==> src/hdl/stbs_pkg.sv <==
package stbs_pkg;

  localparam int unsigned CountWidth = 11;
  localparam int unsigned IndexWidth = 10;
  localparam int unsigned DataWidth  = 32;

  localparam logic MODE_WRITE  = 1'b0;
  localparam logic MODE_SEARCH = 1'b1;

  typedef enum logic [1:0] {
    ST_IDLE,
    ST_PROBE,
    ST_COMPARE,
    ST_FINISH
  } state_t;

  // controller to datapath
  typedef struct packed {
    logic write_en;  // store entry_value at entry_index
    logic load;      // capture key, reset bounds
    logic probe;     // read entry at midpoint
    logic step;      // compare read data, narrow bounds
    logic finish;    // move result into output register
  } ctl_cmd_t;

  // datapath to controller
  typedef struct packed {
    logic empty;     // bounds crossed, nothing left to probe
    logic eq;        // probed entry equals key
    logic out_free;  // output register can take a result
  } ctl_sts_t;

endpackage

==> src/hdl/stbs_ctrl.sv <==
module stbs_ctrl (
  input  logic               clk,
  input  logic               rst,
  input  logic               in_valid,
  output logic               in_ready,
  input  logic               mode,
  input  stbs_pkg::ctl_sts_t sts,
  output stbs_pkg::ctl_cmd_t cmd
);

  stbs_pkg::state_t state;
  stbs_pkg::state_t state_next;

  always_ff @(posedge clk) begin
    if (rst) begin
      state <= stbs_pkg::ST_IDLE;
    end else begin
      state <= state_next;
    end
  end

  always_comb begin
    state_next = state;
    cmd        = '0;
    in_ready   = 1'b0;
    case (state)
      stbs_pkg::ST_IDLE: begin
        in_ready = 1'b1;
        if (in_valid) begin
          if (mode == stbs_pkg::MODE_SEARCH) begin
            cmd.load   = 1'b1;
            state_next = stbs_pkg::ST_PROBE;
          end else begin
            cmd.write_en = 1'b1;
          end
        end
      end
      stbs_pkg::ST_PROBE: begin
        if (sts.empty) begin
          state_next = stbs_pkg::ST_FINISH;
        end else begin
          cmd.probe  = 1'b1;
          state_next = stbs_pkg::ST_COMPARE;
        end
      end
      stbs_pkg::ST_COMPARE: begin
        cmd.step   = 1'b1;
        state_next = sts.eq ? stbs_pkg::ST_FINISH : stbs_pkg::ST_PROBE;
      end
      stbs_pkg::ST_FINISH: begin
        if (sts.out_free) begin
          cmd.finish = 1'b1;
          state_next = stbs_pkg::ST_IDLE;
        end
      end
      default: begin
        state_next = stbs_pkg::ST_IDLE;
      end
    endcase
  end

endmodule

==> config.mk <==
export PLATFORM = sky130hd
export DESIGN_NAME = stbs_ctrl
export DESIGN_NICKNAME = d
export VERILOG_FILES = /design/src/hdl/stbs_pkg.sv /design/src/hdl/stbs_ctrl.sv
export SDC_FILE = /design/constraint.sdc
export NUM_CORES = 1
export LEC_CHECK = 0
export BUFFER_PORTS_ARGS = -buffer_cell sky130_fd_sc_hd__buf_2
export CAP_MARGIN = 20
export CORE_AREA = 2 2 39 41
export CTS_CLUSTER_DIAMETER = 120
export DETAILED_ROUTE_END_ITERATION = 7
export DIE_AREA = 0 0 41 43
export GPL_TIMING_DRIVEN = 0
export PLACE_DENSITY_LB_ADDON = 0.3
export SYNTH_ARGS = -nofsm -noshare
export SYNTH_HDL_FRONTEND = slang
export SYNTH_SLANG_ARGS = --single-unit
export TNS_END_PERCENT = 5
==> constraint.sdc <==
create_clock -name clk -period 1.2 [get_ports clk]
set_input_delay 0.12 -clock clk [delete_from_list [all_inputs] [get_ports clk]]
set_output_delay 0.12 -clock clk [all_outputs]
set_load 0.03 [all_outputs]
==> results of run 1 <==
[worst register-to-register path, stage by stage (launching register included)]
cell and delay, ps:
dfxtp_4 370, and3_4 180, a2111oi_2 310
[layout by cell type (no fill, tap or decap)]
master and count:
buf_2 9, clkbuf_4 3, buf_4 3, nor2b_1 1, nor2_4 1, and3_1 1
and3_4 1, nor3b_4 1, nor4b_2 1, a21bo_2 1, nand3b_1 1, a21oi_1 1
nand2_1 1, a2111oi_2 1, buf_6 1, dfxtp_2 1, dfxtp_4 1
[logic make-up after synthesis]
kind of cell     Yosys count  synth area share [%]
AO/OA/AOI/OAI              3                  24.0
AND/OR/NAND/NOR            8                  44.0
flip-flops                 2                  32.0
[worst min path at each step]
stage	to
after floorplan	state[1]
final	state[0]
after global routing	state[1]
after detailed placement	state[1]
after CTS	state[1]
after global placement	state[1]
[routing by layer]
layer	routed length, um	vias to the layer above	track usage, %
met5	0	-	0
met4	8	0	6.00
met3	95	2	6.81
met2	129	15	6.25
met1	216	65	7.32
li1	-	82	-
[report_power, final]
group / internal (uW) / leakage, uW / switching, uW / total, uW
logic: 53.0 / 0.0000943 / 60.4 / 113
registers: 75.2 / 0.0000175 / 17.8 / 93.0
clock network: 111 / 0.0000138 / 43.0 / 154
total: 239 / 0.000126 / 121 / 360
[final cells by class]
cell class | count | area, um^2
multi-input combinational | 11 | 110
sequential | 2 | 45.0
tap | 16 | 20.0
clock buffer | 3 | 22.5
timing repair buffer | 13 | 78.8
fill | 156 | 1110
[stage by stage]
stage / hold slack [ps] / utilization (%) / total power (uW)
floorplan: 189 / - / 149
global placement: 316 / 15.3 / 183
detailed placement: 320 / 15.3 / 182
CTS: 67.1 / 18.6 / 363
global route: 64.8 / 20.0 / 390
finish: 73.8 / 20.0 / 360
[what timing repair did]
action,in CTS,in global routing
setup buffers,0,1
pin swaps,0,1
gates resized for setup,8,3
endpoints found under the hold margin,0,0
setup endpoints to repair,4,4
==> results.md, run 1 <==
* Status: finished clean
* Synthesized net count at 20
* Clock buffer depth at 2
* Total Neg Setup Slack at 0 ps
* Synth Cell Area at 125 um^2
* Sequential share of the synthesized area at 32.0%
* Sequence of cells on the critical path: nor4b_2 > buf_4
* Die height at 43 um
* Share of the synthesized area in the top cell type at 32.0%
* Nets at 38
* Hold Crit Class: input pin to flop
* Placed cells at 41
* Worst Setup SP: state[1]
* Fin. max-slew vios at 0
* Synth cell types at 12
* Initial antenna violation count at 0
* Count leader, synth: dfxtp_1
* Global Route Usage Sum at 6.51%
* Initial drt markers at 0
* Final ANT Viol Nets at 0
* CP max stage delay at 370 ps
* Reg2Reg Launch Point: state[1]
* Port Buf Inserts at 12
* Initial core utilization at 9.04%
* Maximum vdd drop at 0.000385 V
* Largest regs: state (2)
* Slowest cell on crit path: dfxtp_4
* R2R Path End: state[0]
* Area of the core at 0.00138 mm^2
* Critical path arrival at 1050 ps
* Least-Margin Pin Slew at 244 ps
* Setup CP Type: flop to output port
* Grt total ovfl at 0
* Async SR Flop Fraction at 0%
* Clock root buffer: clkbuf_4
* Post-route DRC at 0
* Fin cells at 45
* Total CTS buffers at 3
* Vias in the first global route at 166
* RSZ-0062 raised after global routing: yes
* Synth-to-layout area growth at 121%
* Rows at 14
* Hold-fix buffers at CTS at 0
* Flip-flop and latch count after synthesis at 2
* Final count of negative-setup-slack endpoints at 0
* Diodes inserted at 0
* Top reg by flops: state
* Clock transition at path regs at 30 ps
* First-pass GRT wire length at 669 um
* Critical path startpoint category: flop
* LEAKAGE at 0.000126 uW
* Worst Hold Launch: rst
* Reg2reg setup slack at 240 ps
* Die W at 41 um
* Vias at 164
* EDFF count, synth at 0
* Drt wl/cell at 9.98 um
* CTS sink count at 2
* Worst path bufs/invs at 1
* H-tree Lvls at 1
* Crit path depth at 2
* Top_reg_cell synth: dfxtp_1
* Dominant cell type by area after synthesis: dfxtp_1
* Slew HR at 83.7%
* F_max at 854 MHz
* Final instance area at 277 um^2
* Clock skew at 4.44 ps
* Post-Syn Instances at 13
* CP endpoint: cmd[4]
* IO Pins at 13
* DIE AREA at 0.00176 mm^2
* R2R cell count at 2
* Final hold violations at 0
* Post-DP Area at 211 um^2
* Hold path cells at 2
* Vias/cell at 3.64
* Final WL at 449 um
* Syn Area/Cell at 9.62 um^2
* Max reg flops at 2
* Place WS at 77.0 ps
* Ranking of synthesized cells by area: dfxtp_1 (32%), a2111oi_2 (12%), and3_4 (9.0%)
* Worst-Skew Late Latency at 230 ps
* Synth warnings at 0
* TritonCTS clock tree: yes
* Period minus WS final at 1170 ps
* 1st-pass router iterations at 1
* PD cells at 1300 mW/mm^2
* Worst setup margin at 28.4 ps
* CP Capture Type: output port
* Post-DP HPWL at 320 um
* Critical path's top delay family: flip-flops
* Share of layout cells above drive strength 1 at 82.8%
* Critical Path RT at 1080 ps
* Final Wtd Congestion at 0.592
* Period utilisation layout at 97.6%
* Pin count of the biggest net entering global routing at 8
* Max Cap Viol at 0
* CP Max Fanout at 7
(Power assumes the default switching activity.)
==> run 2, diff against run 1 <==
--- a/config.mk
+++ b/config.mk
@@ -8,11 +8,12 @@
 export BUFFER_PORTS_ARGS = -buffer_cell sky130_fd_sc_hd__buf_2
 export CAP_MARGIN = 20
 export CORE_AREA = 2 2 39 41
+export CTS_BUF_LIST = sky130_fd_sc_hd__clkbuf_8
 export CTS_CLUSTER_DIAMETER = 120
 export DETAILED_ROUTE_END_ITERATION = 7
 export DIE_AREA = 0 0 41 43
 export GPL_TIMING_DRIVEN = 0
-export PLACE_DENSITY_LB_ADDON = 0.3
+export PLACE_DENSITY_LB_ADDON = 0.15
 export SYNTH_ARGS = -nofsm -noshare
 export SYNTH_HDL_FRONTEND = slang
 export SYNTH_SLANG_ARGS = --single-unit
==> run 2 against run 1 <==
Via count shrank 0.61%; flip-flop and latch count is the same; sequential share of layout area shrank 0.59 points; count of clock-buffer cells in the layout is the same; combinational power is essentially flat; core utilization grew 1.9 points; largest cell class unchanged; non-clock buffer count shrank 1; maximum frequency grew 1.5%; routed wire length shrank 6.7%.
==> results.md, run 2 (synthesis results as in run 1) <==
* Final hold violations at 0 (unchanged)
* Clock buffer depth at 2 (unchanged)
* Final Wtd Congestion at 0.515 (-13%)
* CP Max Fanout at 7 (unchanged)
* Total CTS buffers at 3 (unchanged)
* 1st-pass router iterations at 4 (+3)
* Clock skew at 4.41 ps (-0.0213 ps)
* Final instance area at 303 um^2 (+9.5%)
* Critical Path RT at 1080 ps (about the same)
* Hold-fix buffers at CTS at 0 (unchanged)
* Sequence of cells on the critical path: nor3b_4 > buf_4
* LEAKAGE at 0.000134 uW (+6.8%)
* Period minus WS final at 1150 ps (-17.3 ps)
* Maximum vdd drop at 0.000835 V (+120%)
* Place WS at 48.3 ps (-28.7 ps)
* Vias in the first global route at 146 (-12%)
* Drt wl/cell at 9.52 um (-4.6%)
* Setup CP Type: flop to output port
* Critical path arrival at 1030 ps (-20 ps)
* Slowest cell on crit path: dfxtp_4
* Critical path's top delay family: flip-flops
* Final WL at 419 um (-6.7%)
* Max reg flops at 2 (unchanged)
* Power Total at 471 uW (+31%)
* Post-DP Area at 211 um^2 (unchanged)
* PD cells at 1550 mW/mm^2 (+19%)
* Post-CTS setup buffers at 0 (unchanged)
* Global Route Usage Sum at 5.41% (-1.1 points)
* Reg2reg setup slack at 220 ps (-20 ps)
* CP max stage delay at 390 ps (+20 ps)
* IO Pins at 13 (unchanged)
* Vias at 163 (-0.61%)
* Worst-Skew Late Latency at 210 ps (-20 ps)
* Final count of negative-setup-slack endpoints at 0 (unchanged)
* Initial antenna violation count at 0 (unchanged)
* Reg power frac at 20.3% (-5.5 points)
* Commonest non-fill, non-tap cell in the layout: buf_2
* TritonCTS clock tree: yes
* Slew HR at 83.0% (-0.69 points)
* Initial drt markers at 1 (+1)
* Largest regs: state (2)
* CTS sink count at 2 (unchanged)
* CP Capture Type: output port
* Final ANT Viol Nets at 0 (unchanged)
* Clock root buffer: clkbuf_8
* Sw Share at 27.4% (-6.2 points)
* Clock share of power at 55.3% (+13 points)
* Filler instances at 151 (-3.2%)
* Util after Layout at 21.9% (+1.9 points)
* Psw at 129 uW (+6.5%)
* Status: finished clean
* Least-Margin Pin Slew at 254 ps (+10.4 ps)
* Internal power at 342 uW (+43%)
* Comb pwr share at 24.4% (-7.1 points)
* Period utilisation layout at 96.2% (-1.4 points)
* First-pass GRT wire length at 586 um (-12%)
* Top reg by flops: state
* Worst path bufs/invs at 1 (unchanged)
* Rows at 14 (unchanged)
* Die W at 41 um (unchanged)
* Port Buf Inserts at 12 (unchanged)
* F_max at 866 MHz (+1.5%)
* Post-route DRC at 0 (unchanged)
* DIE AREA at 0.00176 mm^2 (unchanged)
* Vias/cell at 3.70 (+1.6%)
* Fin. max-slew vios at 0 (unchanged)
* Clock transition at path regs at 30 ps (about the same)
* Nets at 37 (-2.6%)
* Synth-to-layout area growth at 142%
* Initial core utilization at 9.04% (unchanged)
* Pin count of the biggest net entering global routing at 8 (unchanged)
* Share of layout cells above drive strength 1 at 82.1% (-0.62 points)
* Area of the core at 0.00138 mm^2 (unchanged)
* Grt total ovfl at 0 (unchanged)
* Critical path startpoint category: flop
* Hold Crit Class: input pin to flop
* Most frequent cells in the layout: buf_2 (9), clkbuf_8 (3), buf_6 (2), dfxtp_4 (2)
* Diodes inserted at 0 (unchanged)
* Die height at 43 um (unchanged)
* Max Cap Viol at 0 (unchanged)
* Worst setup margin at 45.7 ps (+17.3 ps)
* H-tree Lvls at 1 (unchanged)
[run 2: per-layer routing]
metal	vias to the layer above	global-route usage, %	wire length [um]
li1	81	-	-
met1	69	6.37	195
met2	13	5.63	156
met3	0	6.81	68
met4	0	2.00	0
met5	-	0	0
[run 2: worst paths after layout]
check	from	end	cells after the start
setup / recovery	state[0]	cmd[2]	2
hold / removal	rst	state[1]	2
setup reg to reg	state[1]	state[0]	2
hold reg to reg	state[1]	state[1]	2
[run 2: power groups by stage]
stage	combinational [uW]	clock (uW)	sequential, uW
floorplan	65.2	0	84.1
detailed placement	95.9	0	86.7
finish	115	260	95.7
CTS	104	271	90.6
global route	124	286	98.3
global placement	94.4	0	86.2
[run 2: area by class of cell]
cell class | instances | area (um^2) | share of cell area (%)
well taps | 16 | 20.0 | 6.61
flip-flops and latches | 2 | 47.5 | 15.7
repair buffers | 12 | 75.1 | 24.8
clock buffers | 3 | 41.3 | 13.6
multi-input cells | 11 | 119 | 39.3
[run 2: repair_timing]
item	CTS	global route
endpoints found under the setup margin	3	2
gates resized for setup	7	8
pin swaps	1	1
cloned	0	0
[run 2: stage by stage]
step                instances  hold slack, ps  setup TNS (ps)
CTS                        44            96.2               0
finish                     44            95.9               0
global placement           41             316               0
global route               44            94.6           -2.06
detailed placement         41             320               0
floorplan                  13             189            -616
==> run 3, diff against run 2 <==
--- a/config.mk
+++ b/config.mk
@@ -12,7 +12,6 @@
 export CTS_CLUSTER_DIAMETER = 120
 export DETAILED_ROUTE_END_ITERATION = 7
 export DIE_AREA = 0 0 41 43
-export GPL_TIMING_DRIVEN = 0
 export PLACE_DENSITY_LB_ADDON = 0.15
 export SYNTH_ARGS = -nofsm -noshare
 export SYNTH_HDL_FRONTEND = slang
==> run 3 against run 2 <==
Combinational power fell by 6%; sequential share of layout area rose by 0.61 points; power fell by 1.9%; clock skew fell by 1.6 ps; final area fell by 3.7%; non-clock buffer count rose by 1; clock power barely moved; largest cell class unchanged; largest power group unchanged; highest routed layer unchanged.
==> results.md, run 3 (synthesis results as in run 1) <==
* Clock root buffer: clkbuf_8
* CP Capture Type: output port
* Fin cells at 45 (+2.3%)
* Power Total at 462 uW (-1.9%)
* Total CTS buffers at 3 (unchanged)
* Comb pwr share at 23.5% (-0.9 points)
* Internal power at 337 uW (-1.4%)
* Initial antenna violation count at 0 (unchanged)
* Met1 Wirelength at 177 um (-9.2%)
* Clock transition at path regs at 30 ps (about the same)
* First-pass GRT wire length at 683 um (+17%)
* CTS sink count at 2 (unchanged)
* Hold endpoint: state[0]
* RSZ-0062 raised after global routing: yes
* Critical path startpoint category: flop
* Status: finished clean
* Clock share of power at 56.4% (+1.1 points)
* Die height at 43 um (unchanged)
* Worst Hold Launch: rst
* Filler instances at 164 (+8.6%)
* Metal3 WL at 90 um (+32%)
* Grt total ovfl at 0 (unchanged)
* Post-route DRC at 0 (unchanged)
* Synth-to-layout area growth at 133%
* Period minus WS final at 1180 ps (+21.4 ps)
* Initial core utilization at 9.04% (unchanged)
* Slew HR at 83.2% (+0.15 points)
* Final instance area at 292 um^2 (-3.7%)
* F_max at 851 MHz (-1.8%)
* Critical path arrival at 1060 ps (+30 ps)
* LEAKAGE at 0.000133 uW (-1.1%)
* Largest regs: state (2)
* Metal2 WL at 166 um (+6.4%)
* Post-DP Area at 219 um^2 (+3.6%)
* Final WL at 434 um (+3.6%)
* Fin. max-slew vios at 0 (unchanged)
* Psw at 125 uW (-3.3%)
* Vias/cell at 3.78 (+2.0%)
* Final count of negative-setup-slack endpoints at 0 (unchanged)
* Util after Layout at 21.1% (-0.81 points)
* Vias in the first global route at 161 (+10%)
* PD cells at 1580 mW/mm^2 (+1.8%)
* Total Neg Setup Slack at 0 ps (unchanged)
* Area of the multi-input gates at 110 um^2 (-7.4%)
* Rows at 14 (unchanged)
* Final Wtd Congestion at 0.547 (+6.2%)
* Sequential Area at 47.5 um^2 (unchanged)
* Reg2Reg Launch Point: state[1]
* R2R Path End: state[0]
* Top reg by flops: state
* Hold Crit Class: input pin to flop
* Drt wl/cell at 9.64 um (+1.3%)
* IO Pins at 13 (unchanged)
* Worst-Skew Late Latency at 210 ps (about the same)
* DIE AREA at 0.00176 mm^2 (unchanged)
* Reg power frac at 20.2% (about the same)
* Most frequent cells in the layout: buf_2 (10), clkbuf_8 (3), buf_4 (3)
* Pin count of the biggest net entering global routing at 8 (unchanged)
* Max Cap Viol at 0 (unchanged)
* Least-Margin Pin Slew at 252 ps (-2.17 ps)
* Maximum vdd drop at 0.000537 V (-36%)
* Global Route Usage Sum at 6.51% (+1.1 points)
* Placed cells at 42 (+2.4%)
* Setup CP Type: flop to output port
* Diodes inserted at 0 (unchanged)
* H-tree Lvls at 1 (unchanged)
* Final hold violations at 0 (unchanged)
* Hold path cells at 2 (unchanged)
* CP Max Fanout at 7 (unchanged)
* Hold-fix buffers at CTS at 0 (unchanged)
* Period utilisation layout at 98.0% (+1.8 points)
* Top Layer Used: met3
* Port Buf Inserts at 12 (unchanged)
* Area of the core at 0.00138 mm^2 (unchanged)
* Sw Share at 27.0% (-0.39 points)
* Clock buffer depth at 2 (unchanged)
* TritonCTS clock tree: yes
* Share of layout cells above drive strength 1 at 82.8% (+0.62 points)
* Clock skew at 2.83 ps (-1.58 ps)
* Worst Setup SP: state[0]
* Critical Path RT at 1080 ps (about the same)
* Nets at 38 (+2.7%)
* Die W at 41 um (unchanged)
* Reg2reg setup slack at 230 ps (about the same)
* Initial drt markers at 1 (unchanged)
* R2R cell count at 2 (unchanged)
* 1st-pass router iterations at 3 (-1)
* Vias at 170 (+4.3%)
* Final ANT Viol Nets at 0 (unchanged)
* Max reg flops at 2 (unchanged)
* Commonest non-fill, non-tap cell in the layout: buf_2
## run 3: changes by cell type in the layout (fill, tap and decap cells not counted), sizes merged
cell and change:
buf +1
## run 3: how the worst max path moves through the flow
stage and to:
5_1_grt cmd[4], 4_1_cts cmd[3], 2_1_floorplan state[0], 6_report cmd[4], 3_3_place_gp cmd[3], 3_5_place_dp cmd[2]
## run 3: area by class of cell
cell class                 count  share of cell area (%)
multi-input combinational     11                    37.8
clock buffer                   3                    14.2
timing repair buffer          13                    24.9
sequential                     2                    16.3
tap                           16                    6.87
## run 3: timing repair
| action | 4_1_cts | 5_1_grt |
|---|---|---|
| endpoints found under the hold margin | 0 | 0 |
| gates resized for setup | 4 | 8 |
| setup buffers | 0 | 0 |
| setup endpoints to repair | 3 | 3 |
## run 3: power by group through the flow
stage                     registers, uW  logic [uW]  clock network (uW)
after floorplan                    84.1        65.2                   0
after global placement             86.3        99.1                   0
after detailed placement           87.3        98.2                   0
after CTS                          89.9         101                 270
after global routing               96.3         118                 285
final                              93.2         108                 260
## run 3: per-layer routing
metal  vias up  track usage (%)
met5         -                0
met3         0             6.81
li1         85                -
met2        15             6.88
met4         0             4.00
met1        70             7.67
## run 3: critical path, stage by stage, from the launching register on
cell,delay (ps)
dfxtp_4,360
nor4b_2,250
buf_2,230
## run 3: stage by stage
step           setup WS [ps]  hold WS (ps)
2_1_floorplan           -251           189
3_3_place_gp             154           321
3_5_place_dp             121           322
4_1_cts                 9.01          97.0
5_1_grt                -17.7           107
6_report                24.4          98.7
